**src/rtl/mrhk_pkg.sv**
```systemverilog
// shared types and constants for the multi-row hash key table
package mrhk_pkg;
  localparam int ROWS = 5;
  localparam int ROW_LEN = 128;
  localparam int NUM_REGS = 5;
  localparam int KEY_W = 31;
  localparam int SLOT_W = $clog2(ROW_LEN);
  localparam int ROW_W = (ROWS > 1) ? $clog2(ROWS) : 1;
  localparam int ADDR_W = $clog2(ROWS * ROW_LEN);
  localparam int MOD_W = SLOT_W + 1;
  localparam int CFG_W = 8;
  localparam int IDX_W = 3;
  localparam int STATUS_W = 3;
  localparam int OUT_ROW_W = 3;
  localparam int OUT_SLOT_W = 7;
  localparam int Q_DEPTH = 2;

  localparam logic [STATUS_W-1:0] ST_FOUND    = 3'd0;
  localparam logic [STATUS_W-1:0] ST_INSERTED = 3'd1;
  localparam logic [STATUS_W-1:0] ST_FULL     = 3'd2;
  localparam logic [STATUS_W-1:0] ST_FREED    = 3'd3;
  localparam logic [STATUS_W-1:0] ST_MISS     = 3'd4;
  localparam logic [STATUS_W-1:0] ST_INVALID  = 3'd5;

  localparam logic OP_LOOKUP = 1'b0;
  localparam logic OP_FREE   = 1'b1;

  typedef struct packed {
    logic             op;
    logic             invalid;
    logic [KEY_W-1:0] key;
  } task_t;

  typedef enum logic [2:0] {
    B_IDLE, B_MOD, B_READ, B_CHECK, B_WRITE, B_OUT
  } back_state_t;
endpackage

```
**src/rtl/mrhk_if.sv**
```systemverilog
// valid/ready channel interfaces for requests and results
interface mrhk_req_if;
  import mrhk_pkg::*;
  logic valid;
  logic ready;
  logic op;
  logic [KEY_W-1:0] key;
  modport source (output valid, op, key, input ready);
  modport sink (input valid, op, key, output ready);
endinterface


```
**src/rtl/mrhk_front.sv**
```systemverilog
// front end: accepts requests, classifies them and queues them
module mrhk_front import mrhk_pkg::*; (
  input  logic        clk,
  input  logic        rst,
  mrhk_req_if.sink    req,
  output task_t       q_data,
  output logic        q_valid,
  input  logic        q_take
);
  localparam int PTR_W = $clog2(Q_DEPTH);
  task_t              q_mem [Q_DEPTH];
  logic [PTR_W-1:0]   wr_ptr, rd_ptr;
  logic [PTR_W:0]     count;
  logic               push, pop;

  assign req.ready = (count != (PTR_W+1)'(Q_DEPTH));
  assign push = req.valid && req.ready;
  assign pop = q_take && q_valid;
  assign q_valid = (count != '0);
  assign q_data = q_mem[rd_ptr];

  always_ff @(posedge clk) begin
    if (push) begin
      q_mem[wr_ptr] <= '{op: req.op, invalid: (req.key == '0), key: req.key};
    end
    if (rst) begin
      wr_ptr <= '0;
      rd_ptr <= '0;
      count <= '0;
    end else begin
      if (push) wr_ptr <= wr_ptr + 1'b1;
      if (pop) rd_ptr <= rd_ptr + 1'b1;
      count <= count + (PTR_W+1)'(push) - (PTR_W+1)'(pop);
    end
  end
endmodule

```
**src/flat_wrapper.sv**
```systemverilog
// flat-port wrapper written by rule: the top's interface ports become plain ports
module mrhk_front_flat import mrhk_pkg::*;
  (clk, rst, q_data, q_valid, q_take, req_valid, req_op, req_key, req_ready);
  mrhk_req_if req_i ();
  input  logic clk;
  input  logic rst;
  output task_t q_data;
  output logic q_valid;
  input  logic q_take;
  input wire logic [$bits(req_i.valid)-1:0] req_valid;
  input wire logic [$bits(req_i.op)-1:0] req_op;
  input wire logic [$bits(req_i.key)-1:0] req_key;
  output wire logic [$bits(req_i.ready)-1:0] req_ready;
  assign req_i.valid = req_valid;
  assign req_i.op = req_op;
  assign req_i.key = req_key;
  assign req_ready = req_i.ready;
  mrhk_front u_core (.clk(clk), .rst(rst), .req(req_i), .q_data(q_data), .q_valid(q_valid), .q_take(q_take));
endmodule
```
**config.mk**
```make
export PLATFORM = sky130hd
export DESIGN_NAME = mrhk_front_flat
export DESIGN_NICKNAME = d
export VERILOG_FILES = /design/src/rtl/mrhk_pkg.sv /design/src/rtl/mrhk_if.sv /design/src/rtl/mrhk_front.sv /design/src/flat_wrapper.sv
export SDC_FILE = /design/constraint.sdc
export NUM_CORES = 1
export LEC_CHECK = 0
export BUFFER_PORTS_ARGS = -buffer_cell sky130_fd_sc_hd__buf_2
export CAP_MARGIN = 30
export CORE_MARGIN = 1
export CORE_UTILIZATION = 39
export CTS_CLUSTER_SIZE = 24
export DETAILED_ROUTE_END_ITERATION = 8
export REMOVE_ABC_BUFFERS = 1
export SYNTH_ARGS = -nofsm -noshare
export SYNTH_HDL_FRONTEND = slang
export SYNTH_SLANG_ARGS = --single-unit
```
**constraint.sdc**
```tcl
create_clock -name clk -period 3.85 [get_ports clk]
set_clock_uncertainty 0.15 [all_clocks]
set_input_delay 0.5775 -clock clk [delete_from_list [all_inputs] [get_ports clk]]
set_output_delay 0.5775 -clock clk [all_outputs]
set_load 0.02 [all_outputs]
```
After elaboration in Yosys (flattened, before gate mapping):

Memories as Yosys holds them, arrays and structs flattened. A register that Yosys moved wholly into a read port is not among the register bits.
Cells that the tools add are included.

* bits in registers: 4
* RAM bits: 66
* bits of input ports: 36
* output and inout bits: 35
* word-level logic and storage cells: 17
* memories kept: 1

* add/sub/neg operators: 4
* eq/ne operators: 1
* multiplexer cells: 4
* reduce and logical (&&, ||, !) cells: 4

Memories
* u_core.q_mem: words 2, width 33, rd ports 1, clocked after memory_dff 1, write ports 1, RTL line mrhk_front.sv:11 `task_t q_mem [Q_DEPTH];`

Operator list (number)
* $logic_not 31->1: 1
* $mux 1: 4
* $add 1x1->1 const B: 2
* $add 2x1->2: 1
* $logic_and 1x1->1: 2
* $ne 2x2->1 const B: 1
* $reduce_bool 2->1: 1
* $sub 2x1->2: 1

Longest topological paths before layout:

Gate-level depths: netlist (run 1).

* depth after elaboration: 4
* gate-level depth with buffers: 7

Worst setup path after synthesis (run 1):

No wires, ideal clock.

* path type: input to register
* start: input port req_valid
* end: memory u_core.q_mem[1][0] (netlist name), enable pin
* data arrival time: 1433 ps
* path slack: 1873 ps
* stages on the path: 1
* path buffers: 0
* cells stage by stage: and3_1

* longest elaborated chain between the ends: 3

Ends and longest elaborated chain
* start: declaration: RTL line flat_wrapper.sv:10 `input wire logic [$bits(req_i.valid)-1:0] req_valid;`
* $logic_and 1x1->1: RTL line mrhk_front.sv:17 `assign push = req.valid && req.ready;`
* $mux 1: RTL line mrhk_front.sv:23 `if (push) begin`
* $mux 1 (implied by the code): RTL line mrhk_front.sv:24 `q_mem[wr_ptr] <= '{op: req.op, invalid: (req.key == '0), key: req.key};`
* end: declaration: RTL line mrhk_front.sv:11

Every way passes these cells.

==> metrics.md, run 1 <==
| Metric | Value |
|---|---|
| Status | finished, final reports clean |
| Cts hold-fix bufs | 0 |
| Chip width | 87.5 µm |
| Initial DRC Count | 91 |
| MaxCap Viol Count | 0 |
| First-pass GRT wire length | 7250 µm |
| Post-synthesis sequential area ratio | 0.730 |
| Setup crit end kind | primary output |
| Core box area | 0.00694 mm² |
| Cts bufs inserted | 9 |
| Finished layout cell area | 0.00354 mm² |
| Global-route track usage on met1 | 0.168 |
| P_leak | 0.00139 µW |
| Reg2Reg Depth | 7 |
| Max_slew headroom | 0.600 |
| Synth top area share | 0.695 |
| Worst-Skew Late Latency | 340 ps |
| Final wirelength | 4710 µm |
| GRT overflow | 0 |
| #FFs+latches synth | 71 |
| Hold_sp | req_op |
| Number of global-route vias before repair | 1,439 |
| Starting Density | 0.411 |
| Clk sink count | 71 |
| Fmax | 411 MHz |
| CP Class | reg2out |
| Flop2flop setup slack | 2120 ps |
| N_diodes | 0 |
| Fraction of registers with async set/reset | 0 |
| RSZ-0062 raised after global routing | no |
| Critical-path maximum fanout | 33 |
| Cell Area, Synth | 0.00285 mm² |
| Die ar. | 0.00766 mm² |
| Post CTS Setup Buffer Count | 0 |
| Clock buffer depth | 2 |
| Fin crit period | 2430 ps |
| Power Dens Cells | 702 mW/mm² |
| Die height | 87.5 µm |
| Period utilization | 0.632 |
| Yosys top cell by area | edfxtp_1 |
| Grt met3 use | 0.0445 |
| Port buffer count | 70 |
| Distinct cells, synth | 23 |
| Met2 usage | 0.205 |
| CTS tree | built |
| Overall Global Routing Usage | 0.135 |
| Layout cells sized above 1 | 0.560 |
| Largest net degree at the start of global routing | 34 |
| Layout filler cell count | 601 |
| EDFF count, synth | 66 |
| Worst-path clk slew | 70 ps |
| GR peak layer | met2 |
| Fin nets | 258 |
| Worst ir drop on vdd | 0.377 mV |
| ANT nets after route | 0 |
| CTS root buf | clkbuf_8 |
| GP Congestion | 0.630 |
| Synth Warn # | 0 |
| Worst r2r src | u_core.count[1]$_SDFF_PP0_ |
| Synth Instances | 140 |
| Worst Max-Slew Pin Slew | 600 ps |
| Post-CTS Resized | 0 |
| # H-tree levels | 3 |
| Endpoints failing hold | 0 |
| Hold Path Cell Cnt | 1 |
| IO Pins | 71 |
| DR vias/cell | 4.59 |
| CP arrival | 1710 ps |
| Count leader, synth | edfxtp_1 |
| Post-place instance area | 0.00328 mm² |
| Pins Over Slew Limit | 0 |
| WL per Instance | 14.7 µm |
| Ranking of synthesized cells by area | edfxtp_1 69%, mux2_4 16%, dfxtp_1 3.5% |
| Setup violators final | 0 |
| Synth-to-layout area growth | 23.9% |
| Residual DRC count | 0 |
| Via count | 1,474 |
| R2R Path End | u_core.count[1]$_SDFF_PP0_ |
| Initial antenna violation count | 0 |
| CP startpoint kind | register |
| Row cnt | 30 |
| Syn_area_per_cell | 20.4 µm² |
| HPWL after detailed placement | 3090 µm |
| Worst Path Required | 3120 ps |
| Total negative slack | 0 ps |
| Main synth FF type | edfxtp_1 |
| Drt first pass iters | 4 |
| Hold path endpoint | u_core.q_mem[1][32]$_DFFE_PP_ |
| Commonest cells in the netlist | 66 x edfxtp_1, 30 x mux2_4, 7 x nor4_1, 5 x dfxtp_1, 4 x nor2_1 |
| Hold Path Class | in2reg |
[layout make-up]
cell class                 count  area (µm²)  share of cell area
sequential                    71        2080               0.589
multi-input combinational     62         688               0.195
tap                           96         120              0.0340
inverter                       3        11.3             0.00318
timing repair buffer          73         373               0.105
clock buffer                  10         128              0.0361
clock inverter                 6         133              0.0375
[metal layers]
metal / vias to the layer above / part of all wire
met4: 0 / 0.024
li1: 705 / -
met1: 708 / 0.45
met3: 11 / 0.055
met5: - / 0
met2: 50 / 0.47
[report_power, final]
group          internal [µW]  total, µW  leakage (µW)  switching [µW]
Sequential               970       1000      0.000658            31.7
Clock                    495        760      0.000126             265
Combinational            327        719      0.000603             391
Total                   1790       2480       0.00139             688
[worst max-delay path, cell delays in order (launching register included)]
cell     delay (ps)
dfxtp_2         310
buf_4           490
mux2_2          400
buf_2           160
[cell usage in the layout, fill, tap and decap left out, types with 3 or more instances in the layout]
cell type and count:
dfxtp_1 4, nor2_1 4, mux2_2 3, clkbuf_8 9, nor4_1 7, buf_4 3
edfxtp_1 66, buf_2 70, bufinv_16 4, mux2_4 30, inv_1 3
[cell families after synthesis]
logic type	after synthesis	synth area share
flops	71	0.730
xor+xnor	2	0.00614
fa+ha+maj	2	0.00877
buf+inv	7	0.0289
mux	33	0.170
simple gates	22	0.0469
compound gates	3	0.00965
[per-stage QoR]
stage                util  power (µW)  hold WS [ps]  setup WS, ps  std cells
detailed placement  0.472        1750           352          1750        305
CTS                 0.509        2520           260          1360        321
global route        0.509        2610           257          1320        321
global placement    0.472        1750           351          1750        305
floorplan               -        1550           330          1260        136
finish              0.509        2480           280          1420        321
[sequential cells by signal, summed over array words and instances, names as in the netlist, named ones only]
| register | count |
|---|---|
| u_core.wr_ptr | 1 |
| u_core.q_mem | 66 |
| u_core.rd_ptr | 1 |
| u_core.count | 2 |
[worst max path at each step]
stage / startpoint / endpoint / slack, ps / cells after the start
after global placement: register / q_data[31] / 1750 / 3
final: register / q_data[31] / 1420 / 3
after floorplan: register / q_data[28] / 1260 / 1
after global routing: register / q_data[28] / 1320 / 3
after CTS: register / q_data[28] / 1360 / 3
after detailed placement: register / q_data[28] / 1750 / 3
No activity file was read; power rests on OpenSTA's default activity.
==> inputs of run 2 (changes only) <==
ABC_AREA = 1   (was unset)
clock period = 2.45 ns   (was 3.85 ns; I/O delays follow)
==> metrics.md, run 2 <==
| Metric | Value |
|---|---|
| Status | finished, final reports clean |
| Fmax | 465 MHz |
| Synth Instances | 171 |
| Worst-path clk slew | 70 ps |
| Post-CTS Resized | 0 |
| GP Congestion | 0.676 |
| Starting Density | 0.402 |
| Synth top area share | 0.684 |
| Layout cells sized above 1 | 0.486 |
| Pins Over Slew Limit | 0 |
| Max_slew headroom | 0.647 |
| Hold Path Class | in2reg |
| Via count | 1,540 |
| Fin nets | 290 |
| Worst r2r src | u_core.count[0]$_SDFF_PP0_ |
| Synth-to-layout area growth | 24.0% |
| CTS root buf | clkbuf_8 |
| DR vias/cell | 4.33 |
| Final wirelength | 4680 µm |
| Worst-Skew Late Latency | 340 ps |
| Final setup margin | 301 ps |
| Synth Warn # | 0 |
| HPWL after detailed placement | 3320 µm |
| Total negative slack | 0 ps |
| Cts hold-fix bufs | 0 |
| Setup WS pre-CTS | 607 ps |
| GRT overflow | 0 |
| Yosys top cell by area | edfxtp_1 |
| Initial antenna violation count | 0 |
| # H-tree levels | 3 |
| Number of global-route vias before repair | 1,508 |
| R2R Path End | u_core.q_mem[1][8]$_DFFE_PP_ |
| Endpoints failing hold | 0 |
| Most flop-heavy register | u_core.q_mem |
| Syn_area_per_cell | 17.0 µm² |
| Worst Path Required | 1930 ps |
| Power Dens Cells | 1040 mW/mm² |
| Commonest non-fill, non-tap cell in the layout | buf_2 |
| Die height | 88.2 µm |
| CP startpoint kind | register |
| Hold_sp | rst |
| Distinct cells, synth | 14 |
| RSZ-0062 raised after global routing | no |
| Initial DRC Count | 67 |
| Fraction of registers with async set/reset | 0 |
| Setup violators final | 0 |
| Count leader, synth | edfxtp_1 |
| Ranking of synthesized cells by area | edfxtp_1 68%, mux2_4 16%, nor2_1 3.8% |
| Post CTS Setup Buffer Count | 0 |
| Worst Max-Slew Pin Slew | 529 ps |
| Critical-path maximum fanout | 25 |
| Clk sink count | 71 |
| Commonest cells in the netlist | 66 x edfxtp_1, 30 x mux2_4, 29 x nor2_1, 18 x nand2_1, 10 x inv_1 |
| CP arrival | 1630 ps |
| Max reg flops | 66 |
| CP Class | reg2out |
| Largest net degree at the start of global routing | 26 |
| Overall Global Routing Usage | 0.128 |
| ANT nets after route | 0 |
| #FFs+latches synth | 71 |
| Period utilization | 0.877 |
| Core box area | 0.00721 mm² |
| Main synth FF type | edfxtp_1 |
| Cell Area, Synth | 0.00290 mm² |
| Post-synthesis sequential area ratio | 0.718 |
| Hold path endpoint | u_core.count[0]$_SDFF_PP0_ |
| EDFF count, synth | 66 |
| First-pass GRT wire length | 7170 µm |
| Chip width | 88.2 µm |
| P_leak | 0.00143 µW |
| Cts bufs inserted | 9 |
| Most frequent cells in the layout | 70 x buf_2, 66 x edfxtp_1, 30 x mux2_4 |
| Fin crit period | 2150 ps |
| Port buffer count | 70 |
| Clock buffer depth | 2 |
| Hold Path Cell Cnt | 2 |
| Reg2Reg Depth | 5 |
| WL per Instance | 13.1 µm |
| CTS tree | built |
| Worst ir drop on vdd | 0.463 mV |
| IO Pins | 71 |
| Biggest regs | u_core.q_mem x66, u_core.count x2 |
| Flop2flop setup slack | 610 ps |
| MaxCap Viol Count | 0 |
| Residual DRC count | 0 |
| Final Power | 3750 µW |
| N_diodes | 0 |
| Die ar. | 0.00778 mm² |
| Setup crit end kind | primary output |
| Drt first pass iters | 4 |
| Row cnt | 31 |
-- run 2: cell types whose count changed after synthesis, sizes merged, moves of 2 or more --
| cell | change |
|---|---|
| inv | +7 |
| nand4 | -2 |
| nor2 | +25 |
| nand2 | +18 |
| nor3 | -2 |
| nor4 | -7 |
| and2 | -2 |
-- run 2: kinds of logic after synthesis --
kind of cell               synth area share
AOI/OAI and AO/OA                   0.00604
adders and majority gates           0.00863
buffers and inverters                0.0376
DFF                                   0.718
muxes                                 0.167
and+or+nand+nor                      0.0626
-- run 2: area by class of cell --
class / count / area [µm²]
clock buffers: 10 / 128
clock inverters: 6 / 92.6
fillers: 650 / 3620
inverters: 10 / 37.5
multi-input cells: 86 / 723
flip-flops and latches: 71 / 2080
well taps: 99 / 124
repair buffers: 74 / 405
-- run 2: per-layer routing --
layer	wire length, µm	vias to the layer above	track usage
li1	-	775	-
met1	2150	711	0.165
met2	2190	49	0.194
met3	284	5	0.0532
met4	48	0	0.0528
met5	0	-	0
-- run 2: worst max-delay path, stage by stage, from the launching register on --
cell and delay, ps:
dfxtp_2 510, buf_12 260, mux2_2 350, buf_2 160
-- run 2: metrics by stage --
step | util | hold slack, ps | instance area (µm²) | std cells
after global placement | 0.468 | 329 | 3370 | 340
after floorplan | - | 289 | 2830 | 167
after detailed placement | 0.468 | 339 | 3370 | 340
after CTS | 0.498 | 19.9 | 3590 | 356
after global routing | 0.498 | 25.5 | 3590 | 356
final | 0.498 | 40.2 | 3590 | 356
-- run 2: worst max-delay path by stage --
stage | slack [ps] | from | to
CTS | 250 | register | q_data[31]
global route | 230 | register | q_data[31]
detailed placement | 610 | u_core.count[0]$_SDFF_PP0_ | u_core.q_mem[1][10]$_DFFE_PP_
finish | 300 | register | q_data[31]
floorplan | -200 | u_core.count[0]$_SDFF_PP0_ | u_core.q_mem[0][0]$_DFFE_PP_
global placement | 620 | req_valid | u_core.q_mem[1][10]$_DFFE_PP_
-- run 2: power by group --
part	switching, µW	total [µW]	internal [µW]	leakage [µW]
sequential	73.3	1620	1550	0.000659
combinational	613	1110	498	0.000671
clock	438	1020	580	0.000104
total	1120	3750	2630	0.00143
==> inputs of run 3 (changes only) <==
--- a/config.mk
+++ b/config.mk
@@ -17,2 +17,3 @@
 export SYNTH_HDL_FRONTEND = slang
 export SYNTH_SLANG_ARGS = --single-unit
+export TNS_END_PERCENT = 5
==> constraint.sdc (replaced) <==
create_clock -name clk -period 2.45 [get_ports clk]
set_clock_uncertainty 0.15 [all_clocks]
set_input_delay 0.245 -clock clk [delete_from_list [all_inputs] [get_ports clk]]
set_output_delay 0.245 -clock clk [all_outputs]
set_load 0.02 [all_outputs]
==> metrics.md, run 3 (synthesis results as in run 2) <==
| Metric | Value |
|---|---|
| Status | finished, final reports clean |
| CP arrival | 1700 ps |
| Fmax | 478 MHz |
| Max layer used | met4 |
| P_leak | 0.00157 µW |
| Starting Density | 0.402 |
| MaxCap Viol Count | 0 |
| Hold Path Class | in2reg |
| Setup WS pre-CTS | 695 ps |
| Layout filler cell count | 605 |
| CTS root buf | clkbuf_8 |
| Cts bufs inserted | 9 |
| Max reg flops | 66 |
| M1 WL | 2300 µm |
| IO Pins | 71 |
| GP Congestion | 0.641 |
| CP top delay family | flip-flops |
| ANT nets after route | 0 |
| Post-CTS Resized | 0 |
| Die height | 88.2 µm |
| Met2 WL | 2550 µm |
| Final setup margin | 359 ps |
| Worst-Skew Late Latency | 330 ps |
| # H-tree levels | 3 |
| Setup crit end kind | primary output |
| Synth-to-layout area growth | 35.2% |
| Core box area | 0.00721 mm² |
| CP startpoint kind | register |
| WL per Instance | 13.1 µm |
| DR vias/cell | 4.36 |
| Critical-path maximum fanout | 12 |
| Overall Global Routing Usage | 0.143 |
| First-pass GRT wire length | 7820 µm |
| CP Class | reg2out |
| Pins Over Slew Limit | 0 |
| Worst Max-Slew Pin Slew | 401 ps |
| Fin crit period | 2090 ps |
| Worst-path clk slew | 70 ps |
| Initial DRC Count | 56 |
| CP cell instances | buf_4 > mux2_4 > buf_2 |
| Period utilization | 0.853 |
| Number of global-route vias before repair | 1,645 |
| Post-layout util | 0.543 |
| Fin Hold WS | 204 ps |
| Worst ir drop on vdd | 0.433 mV |
| GRT overflow | 0 |
| Worst path max stage delay | 540 ps |
| Most frequent cells in the layout | 70 x buf_2, 66 x edfxtp_1, 33 x dlygate4sd3_1 |
| Setup violators final | 0 |
| Initial antenna violation count | 0 |
| Biggest regs | u_core.q_mem x66, u_core.count x2 |
| N_diodes | 0 |
| Clk sink count | 71 |
| Clock buffer depth | 2 |
| Largest net degree at the start of global routing | 24 |
| Most flop-heavy register | u_core.q_mem |
| Residual DRC count | 0 |
| Drt first pass iters | 4 |
| HPWL after detailed placement | 3270 µm |
| Max_slew headroom | 0.732 |
| Commonest non-fill, non-tap cell in the layout | buf_2 |
| Met3 routed WL | 180 µm |
| CTS tree | built |
| Endpoints failing hold | 0 |
| Die ar. | 0.00778 mm² |
| Port buffer count | 70 |
| Chip width | 88.2 µm |
| Layout cells sized above 1 | 0.433 |
| Via count | 1,701 |
| Final wirelength | 5110 µm |
| CP bufs+invs | 2 |
| Worst Path Required | 2060 ps |
| Power Dens Cells | 967 mW/mm² |
| RSZ-0062 raised after global routing | no |
| Slowest cell on crit path | dfxtp_2 |
| Row cnt | 31 |
| Fin nets | 324 |
-- run 3: worst min-delay path, cell delays in order --
cell and delay (ps):
buf_2 70, o21a_1 170, nor2_1 70, nor2_1 90
-- run 3: power breakdown --
part | switching [µW] | internal [µW]
clock network | 435 | 575
registers | 76.0 | 1550
logic | 628 | 525
-- run 3: path summary, 6_finish.rpt --
path | start | endpoint | slack [ps] | depth (start not counted)
setup / recovery | register | q_data[13] | 360 | 3
hold / removal | q_take | register | 200 | 4
setup reg to reg | u_core.count[0]$_SDFF_PP0_ | u_core.q_mem[0][23]$_DFFE_PP_ | 760 | 5
hold reg to reg | u_core.rd_ptr$_SDFFE_PP0P_ | register | 370 | 2
-- run 3: area by class of cell --
type                            instances  area [µm²]  share of cell area
Timing Repair Buffer                  108         731               0.186
Tap cell                               99         124              0.0316
Inverter                               10        37.5             0.00958
Clock buffer                            9         124              0.0316
Multi-Input combinational cell         86         723               0.185
Sequential cell                        71        2080               0.532
Clock inverter                          7        96.3              0.0246
-- run 3: through the flow --
stage,setup TNS [ps],cells,power [µW],instance area [µm²]
global placement,0,341,2770,3370
CTS,0,390,3850,3920
detailed placement,0,341,2780,3370
floorplan,-13450,167,2430,2830
finish,0,390,3790,3920
global route,0,390,4000,3920
-- run 3: per-layer routing --
layer  global-route usage  vias to the layer above
met1                0.180                      800
met5                    0                        -
met4               0.0880                        0
li1                     -                      840
met2                0.222                       54
met3               0.0345                        7
-- run 3: what timing repair did --
item | CTS | global route
endpoints found under the setup margin | 0 | 0
hold endpoints to repair | 65 | 0
setup buffers | 0 | 0
hold buffers | 33 | 0
